[src/assert_macros.svh]
// Assertion macros used by the pixel plot back end.
`ifndef ASSERT_MACROS_SVH
`define ASSERT_MACROS_SVH
`ifndef NO_ASSERTIONS
// a |-> b, checked at every clock edge outside reset
`define ASSERT_IMPLY(label, clk, rst, a, b, msg) \
   label: assert property (@(posedge clk) disable iff (rst) (a) |-> (b)) else $error(msg);
// a |=> b, checked at every clock edge outside reset
`define ASSERT_NEXT(label, clk, rst, a, b, msg) \
   label: assert property (@(posedge clk) disable iff (rst) (a) |=> (b)) else $error(msg);
`else
`define ASSERT_IMPLY(label, clk, rst, a, b, msg)
`define ASSERT_NEXT(label, clk, rst, a, b, msg)
`endif
`endif

[src/glcd_pkg.sv]
// Package: geometry constants, bus command codes and word types of the pixel plotter.
package glcd_pkg;
   localparam int PAGE_COUNT   = 8;
   localparam int COLUMN_COUNT = 128;
   localparam int HALF_COLUMNS = 64;

   localparam int ROW_COUNT  = PAGE_COUNT * 8;
   localparam int DEPTH      = PAGE_COUNT * COLUMN_COUNT;
   localparam int PAGE_W     = (PAGE_COUNT > 1) ? $clog2(PAGE_COUNT) : 1;
   localparam int COL_W      = $clog2(COLUMN_COUNT);
   localparam int ADDR_W     = (DEPTH > 1) ? $clog2(DEPTH) : 1;
   localparam int QUEUE_DEPTH = 2;
   localparam int Q_PTR_W    = $clog2(QUEUE_DEPTH);
   localparam int Q_CNT_W    = $clog2(QUEUE_DEPTH + 1);

   localparam logic [7:0] PAGE_CMD   = 8'hB8;
   localparam logic [7:0] COLUMN_CMD = 8'h40;

   localparam logic OP_CLEAR = 1'b0;
   localparam logic OP_SET   = 1'b1;

   typedef struct packed {
      logic [7:0] pixel_row;
      logic [7:0] pixel_column;
      logic       opcode;
   } req_type;

   typedef struct packed {
      logic       is_data;
      logic       select_left;
      logic       select_right;
      logic [7:0] bus_byte;
      logic       last_write;
   } rsp_type;

   typedef struct packed {
      logic [ADDR_W-1:0] addr;
      logic [PAGE_W-1:0] page;
      logic [COL_W-1:0]  column;
      logic [2:0]        bit_sel;
      logic              left;
      logic              set_pixel;
   } job_type;

   typedef struct packed {
      logic full;
      logic empty;
   } queue_status_type;

   typedef struct packed {
      logic clearing;
      logic pop;
   } back_status_type;
endpackage

[src/glcd_queue.sv]
// Two-entry job queue between the front end and the bus sequencer.
module glcd_queue (
   input  logic                      clock,
   input  logic                      reset,
   input  logic                      push,
   input  glcd_pkg::job_type         job_in,
   input  logic                      pop,
   output glcd_pkg::job_type         job_out,
   output glcd_pkg::queue_status_type status
);
   import glcd_pkg::*;

   job_type              entry_ff [QUEUE_DEPTH];
   logic [Q_PTR_W-1:0]   wr_ptr_ff, wr_ptr_in;
   logic [Q_PTR_W-1:0]   rd_ptr_ff, rd_ptr_in;
   logic [Q_CNT_W-1:0]   count_ff, count_in;

   always_comb begin
      wr_ptr_in = push ? wr_ptr_ff + 1'b1 : wr_ptr_ff;
      rd_ptr_in = pop  ? rd_ptr_ff + 1'b1 : rd_ptr_ff;
      count_in  = count_ff;
      if (push && !pop) begin
         count_in = count_ff + 1'b1;
      end else if (pop && !push) begin
         count_in = count_ff - 1'b1;
      end
      status.full  = (count_ff == Q_CNT_W'(QUEUE_DEPTH));
      status.empty = (count_ff == '0);
      job_out      = entry_ff[rd_ptr_ff];
   end

   always_ff @(posedge clock) begin
      if (reset) begin
         wr_ptr_ff <= '0;
         rd_ptr_ff <= '0;
         count_ff  <= '0;
      end else begin
         wr_ptr_ff <= wr_ptr_in;
         rd_ptr_ff <= rd_ptr_in;
         count_ff  <= count_in;
      end
   end

   always_ff @(posedge clock) begin
      if (push) begin
         entry_ff[wr_ptr_ff] <= job_in;
      end
   end
endmodule

[config.mk]
export PLATFORM = sky130hd
export DESIGN_NAME = glcd_queue
export DESIGN_NICKNAME = d
export VERILOG_FILES = /design/src/assert_macros.svh /design/src/glcd_pkg.sv /design/src/glcd_queue.sv
export SDC_FILE = /design/constraint.sdc
export NUM_CORES = 1
export LEC_CHECK = 0
export ABC_AREA = 1
export BUFFER_PORTS_ARGS = -buffer_cell sky130_fd_sc_hd__buf_4
export CORE_ASPECT_RATIO = 1.25
export CORE_MARGIN = 4
export CORE_UTILIZATION = 35
export CTS_BUF_LIST = sky130_fd_sc_hd__clkbuf_2 sky130_fd_sc_hd__clkbuf_4 sky130_fd_sc_hd__clkbuf_8
export DETAILED_ROUTE_END_ITERATION = 10
export PLACE_DENSITY = 0.67
export SKIP_CTS_REPAIR_TIMING = 1
export SYNTH_ARGS = -nofsm -noshare
export SYNTH_HDL_FRONTEND = slang
export SYNTH_SLANG_ARGS = --single-unit
export TNS_END_PERCENT = 100
[constraint.sdc]
create_clock -name clock -period 2.4 [get_ports clock]
set_clock_uncertainty 0.15 [all_clocks]
set_input_delay 0.24 -clock clock [delete_from_list [all_inputs] [get_ports clock]]
set_output_delay 0.24 -clock clock [all_outputs]
set_load 0.02 [all_outputs]
# After elaboration in Yosys (flattened, before gate mapping)
# Memory sizes are Yosys's and may differ from the RTL's. A register that Yosys moved wholly into a read port is not among the register bits.
# Cells that the tools add are included.
# W data, S select, Z words.
# totals
ramBits	50
ff_bits	4
n_memories	1
out_inout_bits	27
input_bits	29
# mem_list
memory	depth	width	rd	rd_ports_with_merged_regs	wr	line_no	source
entry_ff	2	25	1	1	1	glcd_queue.sv:13	job_type entry_ff [QUEUE_DEPTH];
# op_classes
n_eq_ne	1
n_mux	6
reduce_logical	6
add_sub_neg	4
# ops
op	count
$mux W1	4
$mux W2	2
$add A1 B1 Y1 const B	2
$add A2 B1 Y2 const B	1
$eq A2 B2 Y1 const B	1
$logic_and A1 B1 Y1	2
$logic_not A1 Y1	2
$logic_not A2 Y1	1
$reduce_bool A2 Y1	1
$sub A2 B1 Y2 const B	1

# Longest topological paths before layout
# Gate-level depths: netlist of run 1.
# logic_depth
depth_word	4
mapped_depth	8
depth_no_buf	8

# Worst setup path before layout of run 1
# OpenSTA, ideal clock, no wires.
# synth_timing
path_type	reg-to-reg
from	register wr_ptr_ff
to	memory entry_ff[0][0] (netlist bit), enable pin
stages_incl_launch_ff	2
required_time_ns	1.843
period_less_slack_ns	1.946
slack_ns	0.454
arrival_time_ns	1.388
path_cell_list	dfxtp_1 > nor2_1
# synth_lines
item	line_no	source
from (decl)	glcd_queue.sv:14	logic [Q_PTR_W-1:0] wr_ptr_ff, wr_ptr_in;
from (signal assigned)	glcd_queue.sv:38	wr_ptr_ff <= wr_ptr_in;
to (decl)	glcd_queue.sv:13	
# No word-level cell before the write port.

==> results.sh, run 1 <==
export IMPL_viasPerCell=4.23
export IMPL_run_status="completed"
export IMPL_io_pins=56
export IMPL_drive_gt1_share_pct=45.5
export IMPL_relSlewSlack_pct=68.5
export IMPL_pre_cts_slack_ns=0.775
export IMPL_cts_tree="yes"
export IMPL_power_switching_mw=0.460
export IMPL_place_congestion=0.701
export IMPL_max_freq_ghz=0.514
export IMPL_syn_area_per_cell_um2=19.2
export IMPL_combinationalPowerShare_pct=18.6
export IMPL_hpwl_mm=2.68
export IMPL_leakagePower_nw=1.20
export IMPL_drt_antenna_violating_nets=0
export IMPL_die_h_um=95.3
export IMPL_ys_warn_count=0
export IMPL_drc_errors=0
export IMPL_crit_family="buffers and inverters"
export IMPL_clk_pin_slew_ns=0.09
export IMPL_path_cells="buf_4, mux2_2, buf_4"
export IMPL_finish_net_count=229
export IMPL_synth_nets=141
export IMPL_rows=31
export IMPL_synth_top_area_cell="edfxtp_1"
export IMPL_fill_cells=497
export IMPL_p_per_area_nw_per_um2=664
export IMPL_crit_fanout=25
export IMPL_critical_path_class="reg2out"
export IMPL_synth_area_um2=2140
export IMPL_p_seq_share_pct=56.7
export IMPL_finalCritPeriodShare_pct=81.0
export IMPL_synth_top_area_share_pct=70.3
export IMPL_diodes=0
export IMPL_arrival_ns=1.55
export IMPL_grt_setup_unrepaired="false"
export IMPL_clk_latency_ns=0.29
export IMPL_numCtsBuffers=5
export IMPL_dr_pass1_iters=4
export IMPL_crit_slowest_cell="mux2_2"
export IMPL_ff2ff_setup_slack_ns=0.87
export IMPL_detailroute_via_count=1192
export IMPL_synth_cells=111
export IMPL_die_x_um=77.9
export IMPL_maxCapViolations=0
export IMPL_path_buf_inv=2
export IMPL_irDropWorstVdd_mv=0.293
export IMPL_hold_viol=0
export IMPL_endpoint_kind="output port"
export IMPL_core_area_um2=5860
export IMPL_root_buffer="clkbuf_8"
export IMPL_grt_use_total_pct=9.76
export IMPL_clock_path_buffers=2
export IMPL_slew_violations=0
export IMPL_antenna_found_initial=0
export IMPL_whs_ns=0.0785
export IMPL_grt_overflow_total=0
export IMPL_ys_seq_elements=55
export IMPL_slowest_delay_ns=0.39
export IMPL_grt_max_degree=26
export IMPL_setup_tns_ns=0
export IMPL_setup_viol=0
export IMPL_hold_path_class="in2reg"
export IMPL_start_util_pct=36.5
export IMPL_routed_wl_mm=3.79
export IMPL_crit_required_ns=2.01
export IMPL_internal_power_mw=1.51
export IMPL_die_area_um2=7420
export IMPL_grt_pass1_wl_mm=5.42
export IMPL_final_setup_worst_slack_ns=0.455
export IMPL_numPortBuffers=55
export IMPL_synthTopCellsByArea="edfxtp_1 70%, mux2_4 14%, dfxtp_1 4.7%"
export IMPL_yosysSeqAreaShare_pct=75.0
export IMPL_clock_sinks=55
export IMPL_crit_top_cell="buf_4"
export IMPL_worst_pin_slew_ns=0.472
export IMPL_cts_htree_levels=2
export IMPL_fin_crit_ns=1.94
export IMPL_synth_distinct_cells=16
export IMPL_p_clk_share_pct=24.6
export IMPL_swShare_pct=23.3
export IMPL_syn2layout_area_growth_pct=39.3
export IMPL_grt_pass1_vias=1174
export IMPL_drt_iter0_markers=73
export IMPL_routedWlPerCell_um=13.4
export IMPL_critPathLaunchType="register"
## flip-flops by register name, indices dropped and copies added (netlist names), named ones only
signal	cells
entry_ff	50
count_ff	2
rd_ptr_ff	1
wr_ptr_ff	1
## layout make-up
type | count | area (µm²) | share of cell area [%]
multi-input combinational | 44 | 452 | 15.2
inverter | 9 | 33.8 | 1.14
sequential | 55 | 1600 | 53.8
tap | 82 | 103 | 3.45
clock inverter | 2 | 12.5 | 0.421
clock buffer | 6 | 76.3 | 2.57
timing repair buffer | 84 | 696 | 23.4
## metrics by stage
| stage | utilization [%] | cell area, µm² | cells | power [mW] |
|---|---|---|---|---|
| after floorplan | - | 2140 | 111 | 1.35 |
| after global placement | 44.8 | 2630 | 248 | 1.47 |
| after detailed placement | 44.8 | 2630 | 248 | 1.48 |
| after CTS | 46.3 | 2710 | 256 | 1.96 |
| after global routing | 50.8 | 2970 | 282 | 2.06 |
| final | 50.8 | 2970 | 282 | 1.97 |
## kinds of logic after synthesis
| family | synth area share, % |
|---|---|
| buffers and inverters | 3.98 |
| xor gates and xnor gates | 0.410 |
| adders and majority gates | 0.586 |
| AOI/OAI and AO/OA | 0.468 |
| muxes | 16.7 |
| and+or+nand+nor | 2.87 |
| DFF | 75.0 |
## worst paths after layout
| kind | from | end | cells past startpoint |
|---|---|---|---|
| worst max-delay path | register | job_out[8] | 3 |
| worst min-delay path | pop | register | 3 |
| worst max register to register | wr_ptr_ff | entry_ff[0][14] | 2 |
| worst min register to register | wr_ptr_ff | wr_ptr_ff | 2 |
## routing by layer
metal / up-vias / part of all wire (%) / track usage, % / wire (µm)
li1: 580 / - / - / -
met1: 563 / 37 / 9.89 / 1390
met2: 42 / 56 / 17.9 / 2130
met3: 7 / 4.7 / 2.84 / 179
met4: 0 / 2.5 / 5.34 / 95
met5: - / 0 / 0 / 0
## worst reg2reg max path, stage by stage (launching register included)
cell and delay (ns):
dfxtp_1 0.34, nor2_2 0.40, buf_4 0.34
## cell usage in the layout (no fill, tap or decap)
cell,synthesis,final
dfxtp_1,5,5
nand4_1,1,1
buf_4,0,58
clkbuf_8,0,5
nand3_1,1,1
mux2_2,5,5
mux2_4,20,20
nor2_1,7,6
xnor2_1,1,1
nor3_1,1,1
inv_1,9,9
clkbuf_4,0,1
a21oi_1,1,1
dlygate4sd3_1,0,26
nand2_1,5,5
ha_1,1,1
edfxtp_1,50,50
clkinv_4,0,1
clkinv_1,0,1
nor2_2,0,1
o21ai_0,1,1
## synthesized netlist by cell type
cell type and count:
buf_12 2, buf_6 1, nor3_1 1, edfxtp_1 50, ha_1 1, inv_1 9
dfxtp_1 5, nor2_1 7, a21oi_1 1, mux2_2 5, nand2_1 5, o21ai_0 1
xnor2_1 1, nand3_1 1, nand4_1 1, mux2_4 20
## power groups by stage
stage / combinational [mW] / clock [mW] / sequential, mW
2_1_floorplan: 0.213 / 0 / 1.14
3_3_place_gp: 0.327 / 0 / 1.14
3_5_place_dp: 0.339 / 0 / 1.14
4_1_cts: 0.339 / 0.504 / 1.12
5_1_grt: 0.394 / 0.544 / 1.12
6_report: 0.368 / 0.486 / 1.12
(Power assumes the default switching activity.)
==> run 2: changes to the inputs <==
--- a/config.mk
+++ b/config.mk
@@ -12,7 +12,7 @@
 export CORE_UTILIZATION = 35
 export CTS_BUF_LIST = sky130_fd_sc_hd__clkbuf_2 sky130_fd_sc_hd__clkbuf_4 sky130_fd_sc_hd__clkbuf_8
 export DETAILED_ROUTE_END_ITERATION = 10
-export PLACE_DENSITY = 0.67
+export PLACE_DENSITY = 0.69
 export SKIP_CTS_REPAIR_TIMING = 1
 export SYNTH_ARGS = -nofsm -noshare
 export SYNTH_HDL_FRONTEND = slang
==> constraint.sdc (replaced) <==
create_clock -name clock -period 1.72 [get_ports clock]
set_clock_uncertainty 0.15 [all_clocks]
set_input_delay 0.172 -clock clock [delete_from_list [all_inputs] [get_ports clock]]
set_output_delay 0.172 -clock clock [all_outputs]
set_load 0.02 [all_outputs]
==> results.sh, run 2 (synthesized netlist as in run 1, its figures left out) <==
export IMPL_run_status="finished, violations left"
export IMPL_failed_checks="hold timing"
export IMPL_r2r_start="wr_ptr_ff"
export IMPL_fin_cells=286
export IMPL_place_congestion=0.658
export IMPL_diodes=0
export IMPL_whs_endpoint="rd_ptr_ff"
export IMPL_critical_path_class="reg2out"
export IMPL_relSlewSlack_pct=82.2
export IMPL_critPathLaunchType="register"
export IMPL_hpwl_mm=2.61
export IMPL_crit_required_ns=1.40
export IMPL_drt_iter0_markers=91
export IMPL_grt_pass1_wl_mm=5.55
export IMPL_grt_use_total_pct=9.96
export IMPL_grt_overflow_total=0
export IMPL_clk_latency_ns=0.29
export IMPL_met2_usage_pct=16.2
export IMPL_leakagePower_nw=1.25
export IMPL_routed_wl_mm=3.97
export IMPL_r2r_end="entry_ff[1][13]"
export IMPL_max_freq_ghz=0.600
export IMPL_hold_viol=1
export IMPL_largest_reg_flops=50
export IMPL_slew_violations=0
export IMPL_viasPerCell=4.29
export IMPL_arrival_ns=1.35
export IMPL_start_util_pct=36.5
export IMPL_grt_util_met1_pct=12.3
export IMPL_hold_path_class="in2reg"
export IMPL_top_regs="entry_ff (50), count_ff (2)"
export IMPL_clk_pin_slew_ns=0.09
export IMPL_ff2ff_setup_slack_ns=0.46
export IMPL_worstHoldStart="pop"
export IMPL_dr_pass1_iters=4
export IMPL_finalCritPeriodShare_pct=96.9
export IMPL_root_buffer="clkbuf_8"
export IMPL_reg2reg_depth=3
export IMPL_hold_depth=3
export IMPL_grt_max_degree=20
export IMPL_drive_gt1_share_pct=47.5
export IMPL_dp_cells=251
export IMPL_layout_commonest_cell="buf_4"
export IMPL_die_h_um=95.3
export IMPL_clock_sinks=55
export IMPL_use_met3_pct=3.12
export IMPL_p_per_area_nw_per_um2=960
export IMPL_cts_htree_levels=2
export IMPL_rows=31
export IMPL_crit_fanout=7
export IMPL_maxCapViolations=0
export IMPL_io_pins=56
export IMPL_routedWlPerCell_um=13.9
export IMPL_setup_viol=0
export IMPL_numPortBuffers=55
export IMPL_whs_ns=-0.0118
export IMPL_grt_pass1_vias=1105
export IMPL_cts_tree="yes"
export IMPL_worst_pin_slew_ns=0.267
export IMPL_clock_path_buffers=2
export IMPL_die_x_um=77.9
export IMPL_setup_tns_ns=0
export IMPL_die_area_um2=7420
export IMPL_grt_setup_unrepaired="true"
export IMPL_busiest_layer="met2"
export IMPL_detailroute_via_count=1226
export IMPL_numCtsBuffers=5
export IMPL_core_area_um2=5860
export IMPL_drt_antenna_violating_nets=0
export IMPL_finish_net_count=233
export IMPL_drc_errors=0
export IMPL_endpoint_kind="output port"
export IMPL_largest_register="entry_ff"
export IMPL_antenna_found_initial=0
export IMPL_fill_cells=489
export IMPL_irDropWorstVdd_mv=0.437
export IMPL_mostFrequentLayoutCells="59 x buf_4, 50 x edfxtp_1, 26 x dlygate4sd3_1"
export IMPL_fin_crit_ns=1.67
export IMPL_syn2layout_area_growth_pct=43.7
[run 2: cell types whose count changed in the layout (fill, tap and decap cells not counted), sizes merged]
| cell | delta |
|---|---|
| buf | +3 |
| bufinv | +1 |
[run 2: how the worst max path moves through the flow]
| stage | startpoint | to | cells past startpoint |
|---|---|---|---|
| 6_report | register | job_out[15] | 3 |
| 4_1_cts | register | job_out[8] | 3 |
| 5_1_grt | register | job_out[9] | 3 |
| 3_3_place_gp | register | job_out[8] | 3 |
| 3_5_place_dp | register | job_out[8] | 3 |
| 2_1_floorplan | wr_ptr_ff | entry_ff[0][0] | 1 |
[run 2: area by class of cell]
type / count / area (µm²) / share of cell area, %
flip-flops and latches: 55 / 1610 / 52.3
multi-input cells: 44 / 455 / 14.8
inverters: 9 / 33.8 / 1.10
well taps: 82 / 103 / 3.34
clock inverters: 3 / 43.8 / 1.43
clock buffers: 5 / 68.8 / 2.24
repair buffers: 88 / 759 / 24.7
[run 2: through the flow]
stage	hold slack [ns]	utilization [%]	setup WS [ns]	power [mW]	cell area, µm²
3_3_place_gp	0.208	45.4	0.358	2.07	2660
3_5_place_dp	0.211	45.4	0.351	2.08	2660
2_1_floorplan	0.0944	-	0.178	1.89	2140
4_1_cts	-0.111	47.4	0.0123	2.91	2770
6_report	-0.0118	52.4	0.0529	2.95	3070
5_1_grt	0.0157	52.4	0.00416	3.07	3070
[run 2: report_power, final]
part	switching [mW]	internal [mW]
combinational	0.245	0.297
clock	0.406	0.434
sequential	0.0252	1.54
total	0.677	2.27
[run 2: per-layer routing]
metal | up-vias | wire (µm)
li1 | 588 | -
met3 | 4 | 213
met2 | 41 | 2010
met4 | 0 | 48
met1 | 593 | 1690
met5 | - | 0
[run 2: worst max-delay path, stage by stage (launching register included)]
cell and delay, ns:
dfxtp_4 0.40, buf_6 0.16, mux2_2 0.34, buf_4 0.16
==> run 3: changes to the inputs <==
--- a/config.mk
+++ b/config.mk
@@ -7,12 +7,11 @@
 export LEC_CHECK = 0
 export ABC_AREA = 1
 export BUFFER_PORTS_ARGS = -buffer_cell sky130_fd_sc_hd__buf_4
-export CORE_ASPECT_RATIO = 1.25
 export CORE_MARGIN = 4
 export CORE_UTILIZATION = 35
 export CTS_BUF_LIST = sky130_fd_sc_hd__clkbuf_2 sky130_fd_sc_hd__clkbuf_4 sky130_fd_sc_hd__clkbuf_8
 export DETAILED_ROUTE_END_ITERATION = 10
-export PLACE_DENSITY = 0.69
+export PLACE_DENSITY = 0.67
 export SKIP_CTS_REPAIR_TIMING = 1
 export SYNTH_ARGS = -nofsm -noshare
 export SYNTH_HDL_FRONTEND = slang
==> constraint.sdc (replaced) <==
create_clock -name clock -period 1.65 [get_ports clock]
set_clock_uncertainty 0.15 [all_clocks]
set_input_delay 0.165 -clock clock [delete_from_list [all_inputs] [get_ports clock]]
set_output_delay 0.165 -clock clock [all_outputs]
set_load 0.02 [all_outputs]
==> results.sh, run 3 (synthesized netlist as in run 1, its figures left out) <==
export IMPL_run_status="finished, violations left"
export IMPL_failed_checks="hold timing"
export IMPL_slowest_delay_ns=0.41
export IMPL_cts_htree_levels=2
export IMPL_top_regs="entry_ff (50), count_ff (2)"
export IMPL_grt_setup_unrepaired="true"
export IMPL_r2r_start="wr_ptr_ff"
export IMPL_path_buf_inv=2
export IMPL_crit_fanout=8
export IMPL_grt_pass1_wl_mm=5.53
export IMPL_viasPerCell=4.26
export IMPL_root_buffer="clkbuf_8"
export IMPL_die_x_um=86.1
export IMPL_whs_ns=-0.00673
export IMPL_slew_violations=0
export IMPL_multiInputGateArea_um2=470
export IMPL_grt_pass1_vias=1157
export IMPL_clock_sinks=55
export IMPL_irDropWorstVdd_mv=0.477
export IMPL_maxCapViolations=0
export IMPL_path_cells="clkbuf_16, mux2_4, buf_6"
export IMPL_p_per_area_nw_per_um2=941
export IMPL_grt_use_total_pct=10.1
export IMPL_syn2layout_area_growth_pct=47.9
export IMPL_routed_wl_mm=3.80
export IMPL_drc_errors=0
export IMPL_fin_crit_ns=1.63
export IMPL_clock_path_buffers=2
export IMPL_grt_max_degree=26
export IMPL_fin_cells=278
export IMPL_diodes=0
export IMPL_setup_tns_ns=0
export IMPL_cts_tree="yes"
export IMPL_die_h_um=86.1
export IMPL_hpwl_mm=2.44
export IMPL_dp_cells=243
export IMPL_io_pins=56
export IMPL_routedWlPerCell_um=13.7
export IMPL_numPortBuffers=55
export IMPL_worst_pin_slew_ns=0.214
export IMPL_start_util_pct=36.1
export IMPL_crit_required_ns=1.33
export IMPL_critical_path_class="reg2out"
export IMPL_clk_pin_slew_ns=0.09
export IMPL_clk_latency_ns=0.29
export IMPL_numCtsBuffers=5
export IMPL_place_congestion=0.632
export IMPL_detailroute_via_count=1185
export IMPL_critPathLaunchType="register"
export IMPL_p_total_mw=2.97
export IMPL_drive_gt1_share_pct=47.3
export IMPL_antenna_found_initial=0
export IMPL_crit_slowest_cell="dfxtp_4"
export IMPL_drt_antenna_violating_nets=0
export IMPL_dr_pass1_iters=6
export IMPL_die_area_um2=7420
export IMPL_mostFrequentLayoutCells="50 x edfxtp_1, 32 x buf_4, 26 x dlygate4sd3_1"
export IMPL_leakagePower_nw=1.28
export IMPL_hold_path_class="in2reg"
export IMPL_relSlewSlack_pct=85.7
export IMPL_largest_register="entry_ff"
export IMPL_fill_cells=485
export IMPL_fin_util_pct=53.4
export IMPL_finalCritPeriodShare_pct=99.0
export IMPL_hold_viol=1
export IMPL_rows=28
export IMPL_arrival_ns=1.32
export IMPL_endpoint_kind="output port"
export IMPL_crit_family="flip-flops"
export IMPL_largest_reg_flops=50
export IMPL_ff2ff_setup_slack_ns=0.45
export IMPL_finish_net_count=232
export IMPL_setup_viol=0
export IMPL_core_area_um2=5920
export IMPL_max_freq_ghz=0.612
export IMPL_seq_area_um2=1610
export IMPL_layout_commonest_cell="edfxtp_1"
export IMPL_worstHoldStart="pop"
export IMPL_drt_iter0_markers=53
export IMPL_grt_overflow_total=0
-- run 3: cell count changes in the layout (fill, tap and decap cells not counted), moves of 2 or more --
| cell | change |
|---|---|
| buf_12 | +2 |
| mux2_2 | -4 |
| buf_4 | -27 |
| mux2_4 | +4 |
| buf_6 | +24 |
-- run 3: power breakdown --
part / internal [mW] / leakage [nW] / switching [mW]
Clock: 0.314 / 0.0446 / 0.401
Sequential: 1.60 / 0.512 / 0.0293
Combinational: 0.360 / 0.726 / 0.264
Total: 2.28 / 1.28 / 0.695
-- run 3: through the flow --
step	instance area, µm²	setup slack (ns)
after floorplan	2140	0.108
after global placement	2660	0.304
after detailed placement	2660	0.285
after CTS	2750	-0.0559
after global routing	3160	-0.0399
final	3160	0.0169
-- run 3: area by class of cell --
cell class	count	share of cell area, %
Tap cell	75	2.97
Timing Repair Buffer	87	27.4
Sequential cell	55	50.8
Clock buffer	6	2.42
Clock inverter	2	0.396
Multi-Input combinational cell	44	14.9
Inverter	9	1.07
-- run 3: worst min-delay path: stages --
cell     delay [ns]
buf_4          0.09
xnor2_1        0.07
nor2_1         0.08
-- run 3: path summary, 6_finish.rpt --
path                                  endpoint  cells past startpoint
worst max-delay path                job_out[1]                      3
worst min-delay path                 rd_ptr_ff                      3
worst min register to register       rd_ptr_ff                      2
worst max register to register  entry_ff[1][0]                      3
-- run 3: layer usage --
layer,wire [µm],vias up,track usage (%)
met4,39,0,4.75
met3,206,2,3.46
met1,1570,563,10.8
met5,0,-,0
met2,1990,34,17.7
li1,-,586,-
